==> src/rtl/bnm_pkg.sv <==
// ----------------------------------------------------------------------------
// bnm_pkg
// Shared types and constants for the breath/note MIDI event generator.
// ----------------------------------------------------------------------------
`default_nettype none

package bnm_pkg;

	localparam int unsigned NOTE_W  = 7;
	localparam int unsigned DATA_W  = 7;
	localparam int unsigned TICK_W  = 16;
	localparam int unsigned CFG_W   = 16;
	localparam int unsigned CIDX_W  = 2;

	localparam int unsigned QDEPTH  = 4;
	localparam int unsigned QPTR_W  = 2;
	localparam int unsigned QCNT_W  = 3;

	typedef enum logic [1:0] {
		EV_CC  = 2'd0,
		EV_ON  = 2'd1,
		EV_OFF = 2'd2
	} kind_t;

	localparam logic [CIDX_W-1:0] CFG_BREATH_THR = 2'd0;
	localparam logic [CIDX_W-1:0] CFG_CC_THR     = 2'd1;
	localparam logic [CIDX_W-1:0] CFG_CC_NUM     = 2'd2;
	localparam logic [CIDX_W-1:0] CFG_SETTLE     = 2'd3;

	localparam logic [DATA_W-1:0] RST_BREATH_THR = 7'd10;
	localparam logic [DATA_W-1:0] RST_CC_THR     = 7'd1;
	localparam logic [DATA_W-1:0] RST_CC_NUM     = 7'd2;
	localparam logic [TICK_W-1:0] RST_SETTLE     = 16'd25;

	typedef struct packed {
		logic [DATA_W-1:0] breath_thr;
		logic [DATA_W-1:0] cc_thr;
		logic [DATA_W-1:0] cc_num;
		logic [TICK_W-1:0] settle;
	} cfg_t;

	typedef struct packed {
		kind_t             kind;
		logic [DATA_W-1:0] first;
		logic [DATA_W-1:0] second;
		logic              last;
	} event_t;

endpackage

`default_nettype wire

==> src/rtl/bnm_core.sv <==
// ----------------------------------------------------------------------------
// bnm_core
// Note/breath state and event decode for one tick; up to two events per item.
// ----------------------------------------------------------------------------
`default_nettype none

module bnm_core (
	input  wire logic                          clk,
	input  wire logic                          arst_n,
	input  wire logic                          fire,
	input  wire logic [bnm_pkg::NOTE_W-1:0]    key,
	input  wire logic [bnm_pkg::DATA_W-1:0]    breath,
	input  wire logic [bnm_pkg::DATA_W-1:0]    vel,
	input  wire bnm_pkg::cfg_t                 cfg,
	output bnm_pkg::event_t                    ev0,
	output bnm_pkg::event_t                    ev1,
	output logic [1:0]                         ev_cnt
);

	logic                          sounding_q, sounding_d;
	logic                          settling_q, settling_d;
	logic [bnm_pkg::NOTE_W-1:0]    held_q, held_d;
	logic [bnm_pkg::NOTE_W-1:0]    cand_q, cand_d;
	logic [bnm_pkg::DATA_W-1:0]    last_cc_q, last_cc_d;
	logic [bnm_pkg::DATA_W-1:0]    cap_vel_q, cap_vel_d;
	logic [bnm_pkg::TICK_W-1:0]    stable_q, stable_d;

	logic [bnm_pkg::DATA_W-1:0]    diff;
	logic [bnm_pkg::TICK_W-1:0]    stable_inc;
	logic                          cc_hit;
	logic                          note_hit;
	bnm_pkg::event_t               cc_ev;
	bnm_pkg::event_t               note_ev;

	always_comb begin
		sounding_d = sounding_q;
		settling_d = settling_q;
		held_d     = held_q;
		cand_d     = cand_q;
		last_cc_d  = last_cc_q;
		cap_vel_d  = cap_vel_q;
		stable_d   = stable_q;
		cc_hit     = 1'b0;
		note_hit   = 1'b0;
		ev0        = '0;
		ev1        = '0;
		ev_cnt     = 2'd0;

		diff       = (breath >= last_cc_q) ? (breath - last_cc_q) : (last_cc_q - breath);
		stable_inc = (stable_q == '1) ? stable_q : (stable_q + 1'b1);

		cc_ev.kind   = bnm_pkg::EV_CC;
		cc_ev.first  = cfg.cc_num;
		cc_ev.second = breath;
		cc_ev.last   = 1'b0;
		note_ev      = '0;

		if (settling_q) begin
			if (key != cand_q) begin
				cand_d   = key;
				stable_d = '0;
			end else begin
				stable_d = stable_inc;
				if (stable_inc >= cfg.settle) begin
					ev0.kind   = bnm_pkg::EV_ON;
					ev0.first  = cand_q;
					ev0.second = cap_vel_q;
					ev1.kind   = bnm_pkg::EV_OFF;
					ev1.first  = held_q;
					ev1.second = cap_vel_q;
					ev1.last   = 1'b1;
					ev_cnt     = 2'd2;
					held_d     = cand_q;
					settling_d = 1'b0;
					sounding_d = 1'b1;
				end
			end
		end else begin
			if (diff > cfg.cc_thr) begin
				cc_hit    = 1'b1;
				last_cc_d = breath;
			end
			if (breath < cfg.breath_thr) begin
				if (sounding_q) begin
					note_hit       = 1'b1;
					note_ev.kind   = bnm_pkg::EV_OFF;
					note_ev.first  = held_q;
					note_ev.second = breath;
					sounding_d     = 1'b0;
				end
			end else if (key != '0) begin
				if (!sounding_q) begin
					note_hit       = 1'b1;
					note_ev.kind   = bnm_pkg::EV_ON;
					note_ev.first  = key;
					note_ev.second = vel;
					held_d         = key;
					sounding_d     = 1'b1;
				end else if (key != held_q) begin
					settling_d = 1'b1;
					cand_d     = key;
					stable_d   = '0;
					cap_vel_d  = vel;
				end
			end
			note_ev.last = 1'b1;
			if (cc_hit && note_hit) begin
				ev0    = cc_ev;
				ev1    = note_ev;
				ev_cnt = 2'd2;
			end else if (cc_hit) begin
				ev0      = cc_ev;
				ev0.last = 1'b1;
				ev_cnt   = 2'd1;
			end else if (note_hit) begin
				ev0    = note_ev;
				ev_cnt = 2'd1;
			end
		end
	end

	always_ff @(posedge clk or negedge arst_n) begin
		if (!arst_n) begin
			sounding_q <= 1'b0;
			settling_q <= 1'b0;
			held_q     <= '0;
			cand_q     <= '0;
			last_cc_q  <= '0;
			cap_vel_q  <= '0;
			stable_q   <= '0;
		end else if (fire) begin
			sounding_q <= sounding_d;
			settling_q <= settling_d;
			held_q     <= held_d;
			cand_q     <= cand_d;
			last_cc_q  <= last_cc_d;
			cap_vel_q  <= cap_vel_d;
			stable_q   <= stable_d;
		end
	end

	// settling only starts from a sounding note and ends with one sounding
	a_settle_sounding: assert property (@(posedge clk) disable iff (!arst_n)
		settling_q |-> sounding_q)
		else $error("settling without a sounding note");

	// a note switch always carries both events
	a_switch_pair: assert property (@(posedge clk) disable iff (!arst_n)
		(fire && settling_q && !settling_d) |-> (ev_cnt == 2'd2))
		else $error("legato switch without two events");

endmodule

`default_nettype wire

==> src/rtl/bnm_evq.sv <==
// ----------------------------------------------------------------------------
// bnm_evq
// Small event queue: takes up to two events per cycle while it has room, delivers one per cycle when popped.
// ----------------------------------------------------------------------------
`default_nettype none

module bnm_evq (
	input  wire logic                          clk,
	input  wire logic                          arst_n,
	input  wire logic [1:0]                    push_n,
	input  wire bnm_pkg::event_t               ev0,
	input  wire bnm_pkg::event_t               ev1,
	input  wire logic                          pop,
	output bnm_pkg::event_t                    head,
	output logic                               not_empty,
	output logic                               room
);

	bnm_pkg::event_t                 mem [bnm_pkg::QDEPTH];
	logic [bnm_pkg::QPTR_W-1:0]      wr_q;
	logic [bnm_pkg::QPTR_W-1:0]      rd_q;
	logic [bnm_pkg::QCNT_W-1:0]      cnt_q;
	logic [bnm_pkg::QPTR_W-1:0]      wr_p1;
	logic                            pop_ok;

	assign wr_p1     = wr_q + 1'b1;
	assign not_empty = (cnt_q != '0);
	assign room      = (cnt_q <= bnm_pkg::QCNT_W'(bnm_pkg::QDEPTH - 2));
	assign head      = mem[rd_q];
	assign pop_ok    = pop && not_empty;

	always_ff @(posedge clk) begin
		if (push_n != 2'd0) begin
			mem[wr_q] <= ev0;
		end
		if (push_n == 2'd2) begin
			mem[wr_p1] <= ev1;
		end
	end

	always_ff @(posedge clk or negedge arst_n) begin
		if (!arst_n) begin
			wr_q  <= '0;
			rd_q  <= '0;
			cnt_q <= '0;
		end else begin
			wr_q  <= wr_q + bnm_pkg::QPTR_W'(push_n);
			rd_q  <= rd_q + bnm_pkg::QPTR_W'(pop_ok);
			cnt_q <= cnt_q + bnm_pkg::QCNT_W'(push_n) - bnm_pkg::QCNT_W'(pop_ok);
		end
	end

	a_no_overflow: assert property (@(posedge clk) disable iff (!arst_n)
		(push_n != 2'd0) |-> room)
		else $error("event queue push without room");

	a_count_bound: assert property (@(posedge clk) disable iff (!arst_n)
		cnt_q <= bnm_pkg::QCNT_W'(bnm_pkg::QDEPTH))
		else $error("event queue count out of range");

endmodule

`default_nettype wire

==> src/rtl/breath_note_midi_event_generator.sv <==
// ----------------------------------------------------------------------------
// breath_note_midi_event_generator
// Turns key note / breath ticks into control change, note on and note off
// events, with legato settling.
// ----------------------------------------------------------------------------
//  channel   handshake           payload
//  in        in_valid/in_stall   key_note, breath_level, velocity
//  out       out_valid/out_stall event_kind, data_first, data_second, final_of_run
//  cfg       cfg_we              cfg_index, cfg_data
//
//  An item is registered, then decoded from that register into zero to two
//  events, which land in a four-entry event queue. One item per cycle is taken
//  while the queue has room for two events; the output drains one event per
//  cycle while out_stall is low, so items causing two events back up the queue.
//  Reset clears note state, config to defaults and empties the queue.
//  out_stall backs up the queue and then raises in_stall.
// ----------------------------------------------------------------------------
`default_nettype none

module breath_note_midi_event_generator (
	input  wire logic                          clk,
	input  wire logic                          arst_n,

	input  wire logic                          in_valid,
	output logic                               in_stall,
	input  wire logic [bnm_pkg::NOTE_W-1:0]    key_note,
	input  wire logic [bnm_pkg::DATA_W-1:0]    breath_level,
	input  wire logic [bnm_pkg::DATA_W-1:0]    velocity,

	output logic                               out_valid,
	input  wire logic                          out_stall,
	output logic [1:0]                         event_kind,
	output logic [bnm_pkg::DATA_W-1:0]         data_first,
	output logic [bnm_pkg::DATA_W-1:0]         data_second,
	output logic                               final_of_run,

	input  wire logic                          cfg_we,
	input  wire logic [bnm_pkg::CIDX_W-1:0]    cfg_index,
	input  wire logic [bnm_pkg::CFG_W-1:0]     cfg_data
);

	bnm_pkg::cfg_t                 cfg_q;

	logic                          valid_s1;
	logic [bnm_pkg::NOTE_W-1:0]    key_s1;
	logic [bnm_pkg::DATA_W-1:0]    breath_s1;
	logic [bnm_pkg::DATA_W-1:0]    vel_s1;

	bnm_pkg::event_t               ev0;
	bnm_pkg::event_t               ev1;
	bnm_pkg::event_t               head;
	logic [1:0]                    ev_cnt;
	logic                          room;
	logic                          fire;
	logic                          take;

	assign fire     = valid_s1 && room;
	assign in_stall = valid_s1 && !room;
	assign take     = in_valid && !in_stall;

	always_ff @(posedge clk or negedge arst_n) begin
		if (!arst_n) begin
			cfg_q.breath_thr <= bnm_pkg::RST_BREATH_THR;
			cfg_q.cc_thr     <= bnm_pkg::RST_CC_THR;
			cfg_q.cc_num     <= bnm_pkg::RST_CC_NUM;
			cfg_q.settle     <= bnm_pkg::RST_SETTLE;
		end else if (cfg_we) begin
			unique case (cfg_index)
				bnm_pkg::CFG_BREATH_THR: cfg_q.breath_thr <= cfg_data[bnm_pkg::DATA_W-1:0];
				bnm_pkg::CFG_CC_THR:     cfg_q.cc_thr     <= cfg_data[bnm_pkg::DATA_W-1:0];
				bnm_pkg::CFG_CC_NUM:     cfg_q.cc_num     <= cfg_data[bnm_pkg::DATA_W-1:0];
				bnm_pkg::CFG_SETTLE:     cfg_q.settle     <= cfg_data[bnm_pkg::TICK_W-1:0];
				default: ;
			endcase
		end
	end

	always_ff @(posedge clk or negedge arst_n) begin
		if (!arst_n) begin
			valid_s1 <= 1'b0;
		end else if (take) begin
			valid_s1 <= 1'b1;
		end else if (fire) begin
			valid_s1 <= 1'b0;
		end
	end

	always_ff @(posedge clk) begin
		if (take) begin
			key_s1    <= key_note;
			breath_s1 <= breath_level;
			vel_s1    <= velocity;
		end
	end

	bnm_core u_core (
		.clk    (clk),
		.arst_n (arst_n),
		.fire   (fire),
		.key    (key_s1),
		.breath (breath_s1),
		.vel    (vel_s1),
		.cfg    (cfg_q),
		.ev0    (ev0),
		.ev1    (ev1),
		.ev_cnt (ev_cnt)
	);

	bnm_evq u_evq (
		.clk       (clk),
		.arst_n    (arst_n),
		.push_n    (fire ? ev_cnt : 2'd0),
		.ev0       (ev0),
		.ev1       (ev1),
		.pop       (!out_stall),
		.head      (head),
		.not_empty (out_valid),
		.room      (room)
	);

	assign event_kind   = head.kind;
	assign data_first   = head.first;
	assign data_second  = head.second;
	assign final_of_run = head.last;

	// a stalled stage-1 item is not overwritten
	a_s1_hold: assert property (@(posedge clk) disable iff (!arst_n)
		(valid_s1 && !room) |=> (valid_s1 && $stable(key_s1) && $stable(breath_s1)))
		else $error("stage 1 item lost while stalled");

endmodule

`default_nettype wire

==> config.mk <==
export PLATFORM = sky130hd
export DESIGN_NAME = breath_note_midi_event_generator
export DESIGN_NICKNAME = d
export VERILOG_FILES = /design/src/rtl/bnm_pkg.sv /design/src/rtl/bnm_core.sv /design/src/rtl/bnm_evq.sv /design/src/rtl/breath_note_midi_event_generator.sv
export SDC_FILE = /design/constraint.sdc
export NUM_CORES = 1
export LEC_CHECK = 0
export BUFFER_PORTS_ARGS = -buffer_cell sky130_fd_sc_hd__buf_2
export CORE_ASPECT_RATIO = 0.75
export CORE_MARGIN = 1
export CORE_UTILIZATION = 45
export DETAILED_ROUTE_END_ITERATION = 7
export PLACE_DENSITY_LB_ADDON = 0.15
export SLEW_MARGIN = 25
export SYNTH_ARGS = -nofsm -noshare
export SYNTH_HDL_FRONTEND = slang
export SYNTH_SLANG_ARGS = --single-unit
==> constraint.sdc <==
create_clock -name clk -period 6.45 [get_ports clk]
set_clock_uncertainty 0.2 [all_clocks]
set_input_delay 1.29 -clock clk [delete_from_list [all_inputs] [get_ports clk]]
set_output_delay 1.29 -clock clk [all_outputs]
set_load 0.02 [all_outputs]
== Yosys cells after proc, flatten, opt, wreduce, memory -nomap -nowiden ==
Memories as Yosys holds them, arrays and structs flattened.
Index checks and enable logic that the tools add are counted.

* $add $sub $neg: 8
* Multipliers: 0
* Divide/modulo/power cells: 0
* $lt $le $gt $ge: 5
* Equal/unequal tests: 12
* Shifts and indexed selects: 0
* Multiplexer cells: 67
* Bitwise operators: 2
* Reductions and logical operators: 27

{| class="wikitable"
|+ Operator list
! kind !! count
|-
| $mux 16 || 12
|-
| $mux 17 || 7
|-
| $mux 7 || 13
|-
| $mux 15 || 2
|-
| $mux 1 || 28
|-
| $reduce_and 6->1 || 3
|-
| $add 16x1->16 const B || 1
|-
| $eq 16x16->1 const B || 1
|-
| $ge 16x16->1 || 1
|-
| $ne 7x7->1 || 2
|-
| $sub 7x7->7 || 2
|-
| $mux 2 || 5
|-
| $reduce_bool 2->1 || 5
|-
| $ne 2x2->1 const B || 4
|-
| $reduce_and 2->1 || 4
|-
| $ge 7x7->1 || 1
|-
| $gt 7x7->1 || 1
|-
| $lt 7x7->1 || 1
|-
| $reduce_bool 7->1 || 1
|-
| $eq 2x2->1 const B || 3
|-
| $reduce_bool 3->1 || 2
|-
| $logic_and 1x1->1 || 5
|-
| $reduce_and 5->1 || 1
|-
| $reduce_and 4->1 || 1
|-
| 12 further kinds || 15
|}

* Flip-flop bits (word level): 112
* Latch bits: 0
* Bits in writable memories: 68
* Memory bits (read-only): 0
* Input bits: 44
* Logic and storage cells: 140
* Memories kept: 1

{| class="wikitable"
|+ Memory list
! name !! depth !! bits a word !! rd ports !! clocked after Yosys merged registers in !! wr ports !! line !! text
|-
| u_evq.mem || 4 || 17 || 1 || 0 || 2 || bnm_evq.sv:19 || <nowiki>bnm_pkg::event_t mem [bnm_pkg::QDEPTH];</nowiki>
|}

== Depth between registers and ports, before layout ==
* Depth in word-level cells: 12
* Gate-level depth with buffers: 24
* Mapped depth without buffers: 24

== Modules after synthesis ==
From an unflattened synthesis, not the netlist that was laid out.

* Cell total of the unflattened synthesis: 876
* Area, all modules: 10729.0 µm²

{| class="wikitable"
|+ By module, submodules not included
! module !! instances !! cells an instance !! area an instance (µm²) !! seq. area each (µm²)
|-
| bnm_core || 1 || 562 || 4817.1 || 1151.1
|-
| bnm_evq || 1 || 205 || 3789.9 || 2217.1
|-
| breath_note_midi_event_generator || 1 || 109 || 2122.0 || 1590.3
|}

== Least setup slack after synthesis ==
No wires, ideal clock.

* Path type: flip-flop to flip-flop
* Start point: register breath_s1[3] (netlist bit)
* End point: memory u_evq.mem[3][0] (netlist bit) (enable)
* Setup time: 0.435 ns
* Arrival time: 5.810 ns
* Data required time: 5.815 ns
* Setup slack: 0.005 ns
* Cell stages (with the launch flop): 18
* Buffers on the path: 1
* Path through: edfxtp_1 inv_1 ha_1 clkbuf_1 nor4_1 nor3_1 a21oi_2 mux2_2 and4b_1 a2111oi_0 ha_1 o21ai_0 nor2_1 o32a_1 ha_1 nor2b_1 nor3_1 nor4_1

{| class="wikitable"
|+ RTL lines
! element !! line !! text
|-
| start, declared || breath_note_midi_event_generator.sv:46 || <nowiki>logic [bnm_pkg::DATA_W-1:0] breath_s1;</nowiki>
|-
| start signal, assigned || breath_note_midi_event_generator.sv:91 || <nowiki>breath_s1 <= breath_level;</nowiki>
|-
| end, declared || bnm_evq.sv:19 ||
|}

==> flow_summary.toml <==
[run]
maxCapViolCount = 0

[cells_and_area]
n_fill_cell = 2030
multiInputGateArea_um2 = 5047
nNetsFinal = 1024
finish.instance_area_um2 = 11670
area_delta_synth_final_pct = 11.39
drive_gt1_share_pct = 25.00
diodes = 0
final_common_cell = "edfxtp_1"
regArea_um2 = 4959
layout_common_cells = "edfxtp_1 (89), dfrtp_1 (84), mux2i_1 (67)"

[critical_path]
cp-end-kind = "register"
start_kind = "register"
crit_fanout = 9
path_cells = "inv_1 -> ha_1 -> nor4_1 -> nor3_1 -> a21oi_4 -> mux2_2 -> and4b_1 -> a2111oi_0 -> ha_1 -> nand4_1 -> a21oi_1 -> o32a_1 -> ha_1 -> or3_1 -> o211ai_1 -> buf_4 -> nor2_1 -> a2111oi_2 -> mux2i_1"
cp_num_buf_inv = 2
crit_type = "register to register"
slowest_stage = "a2111oi_2"
cp_top_family = "compound AO/OA/AOI/OAI gates"
crit_required_ns = 6.41
worst_path_most_repeated_cell = "ha_1"
crit_arrival_ns = 5.95
cpPeakStageDelay_ns = 0.62

[global_routing]
gr-usage-all-layers_pct = 22.83
overflow = 0
grt_max_degree = 53
grt_pass1_vias = 6860
antenna_found_initial = 0
grt_pass1_wl_mm = 40.65

[power]
vdd_drop_max_mv = 0.2535
power_leakage_uw = 0.005005
power_density_nw_per_um2 = 447.2
power_uw = 5220

[placement]
port-buffer-count = 62
routabilityCongestion = 0.8623
placed_area_um2 = 11050
dp_slack_ns = 0.1710
post-dp-hpwl_mm = 18.20

[timing]
hold_ws_ns = 0.2914
fmax_mhz = 166.8
rsz0062_at_grt = "no"
drv_slew = 0
post-route-min-period_ns = 5.995
setup_slack_ns = 0.4554
worstMarginPinSlew_ns = 0.9288
final_hold_viol_count = 0
finalCritPeriodShare_pct = 92.94
tns_ns = 0
slew_headroom_pct = 38.08
setup-violations-final = 0

[status]
outcome = "finished, final reports clean"

[synthesis]
yosys_warnings = 0
synth_edf_count = 89
synth_area_per_cell_um2 = 11.98
synth_cell_type_count = 69
yosysSeqAreaShare_pct = 47.32
synthArstFlopShare_pct = 50.56
netlist_area_um2 = 10480
ys_ff_latch = 180
synthCells = 875
synth_flop_cell = "edfxtp_1"
synthesis.nets = 972

[die]
ios = 63
die_y_um = 134.2
die_area_um2 = 23910
die_w_um = 178.2
row_count = 47
core_um2 = 22460
initial_core_util_pct = 46.65

[hold_path]
min_path_type = "register to register"

[drt]
ant_nets = 0
drt_iter0_markers = 691
wirelength_mm = 25.23
via_count = 7082
drc = 0
via_per_inst = 5.739
avgRoutedWirePerCell_um = 20.44
first_pass_iters = 6

[clock_network]
cts_sinks = 180
cts-root-buf = "clkbuf_16"
cts-buffers-inserted = 17
clk_path_buf_depth = 2
cts_tree = "done"
cts.clk_slew.worst_paths_ns = 0.07
insertion_delay_ns = 0.45
h-tree-depth = 4
## synth_stat cells (4+ instances only)
master     count  area share, %
ha_1          50            6.0
nor3_1        10           0.48
a21o_1         7           0.50
a21oi_1       28            1.3
a221oi_1       9           0.75
a221oi_2       6           0.86
dfrtp_1       84             20
mux2i_1       67            6.4
mux2_2        64            6.9
clkbuf_1      16           0.57
a222oi_1       7           0.67
a2111oi_2      7            1.0
nor2_1        40            1.4
nand2b_1       9           0.54
and2_1         5           0.30
o211ai_1       6           0.43
and4_1        15            1.3
nand2_1       47            1.7
nor4_1         8           0.48
and3_1        17            1.0
xor2_1        20            1.7
dfstp_2        7            1.8
o22ai_1        6           0.36
edfxtp_1      89             26
buf_4          4           0.29
o31ai_1        4           0.29
buf_2         17           0.81
a211oi_1       5           0.36
xnor2_1       14            1.2
nand3b_1       4           0.29
mux4_2        17            3.7
nand3_1       14           0.67
a31oi_1       10           0.60
inv_1         61            2.2
buf_6         10            1.1
nand4_1        6           0.36
a22o_1         6           0.50
o21ai_0       26            1.2
## flip-flops by register name, summed over array words and instances, names as in the netlist
signal and flops:
u_evq.mem 68, cfg_q 37, u_core.stable_q 16, breath_s1 7
key_s1 7, u_core.cand_q 7, u_core.cap_vel_q 7, u_core.held_q 7
u_core.last_cc_q 7, vel_s1 7, u_evq.cnt_q 3, u_evq.rd_q 2
u_evq.wr_q 2, u_core.settling_q 1, u_core.sounding_q 1, valid_s1 1
## kinds of logic (layout without fill, tap and decap cells)
| family | after synthesis | in the layout | share of synthesized area, % |
|---|---|---|---|
| AO/OA/AOI/OAI | 154 | 154 | 11.10 |
| XOR/XNOR | 34 | 34 | 2.842 |
| adder cells (fa/ha/maj) | 53 | 53 | 6.543 |
| buffers and inverters | 110 | 175 | 5.003 |
| flip-flops | 180 | 180 | 47.32 |
| multiplexers | 148 | 148 | 16.93 |
| AND/OR/NAND/NOR | 196 | 196 | 10.26 |
## cell type report
class	instances	area share (%)
tap	294	3.151
timing repair buffer	82	3.966
sequential	180	42.48
clock inverter	10	1.029
clock buffer	22	4.170
inverter	61	1.962
multi-input combinational	585	43.24
## final timing paths
check	startpoint	end	slack, ns	cells past startpoint
hold / removal	u_evq.cnt_q[2]$_DFF_PN0_	u_evq.cnt_q[2]$_DFF_PN0_	0.29	1
max in group asynchronous	arst_n	u_evq.cnt_q[1]$_DFF_PN0_	4.30	2
setup / recovery	breath_s1[3]$_DFFE_PP_	u_evq.mem[0][11]$_DFFE_PP_	0.46	19
hold reg to reg	u_evq.cnt_q[2]$_DFF_PN0_	u_evq.cnt_q[2]$_DFF_PN0_	0.29	1
setup reg to reg	breath_s1[3]$_DFFE_PP_	u_evq.mem[0][11]$_DFFE_PP_	0.46	19
min in group asynchronous	arst_n	cfg_q[13]$_DFFE_PN0P_	0.62	1
## repair_timing
item / 4_1_cts / 5_1_grt
resized for setup: 0 / 2
hold buffers: 0 / 0
setup buffers: 0 / 1
endpoints found under the setup margin: 0 / 62
## routing by layer
metal | track usage (%) | up-vias | part of all wire [%]
met4 | 6.073 | 0 | 1.4
met5 | 0 | - | 0
met3 | 4.365 | 22 | 4.2
met1 | 34.81 | 3483 | 51
li1 | - | 3399 | -
met2 | 32.97 | 178 | 44
## stage by stage
stage | instances | util [%]
finish | 1234 | 51.96
global route | 1234 | 51.96
CTS | 1233 | 51.88
detailed placement | 1201 | 49.18
global placement | 1201 | 49.17
floorplan | 875 | -
## report_power, final
group          switching (uW)  internal (uW)  leakage (uW)
combinational            1340            942       0.00277
clock                     469            619      0.000300
sequential                276           1570       0.00194
Note: power is estimated with default switching activity, not from simulation.
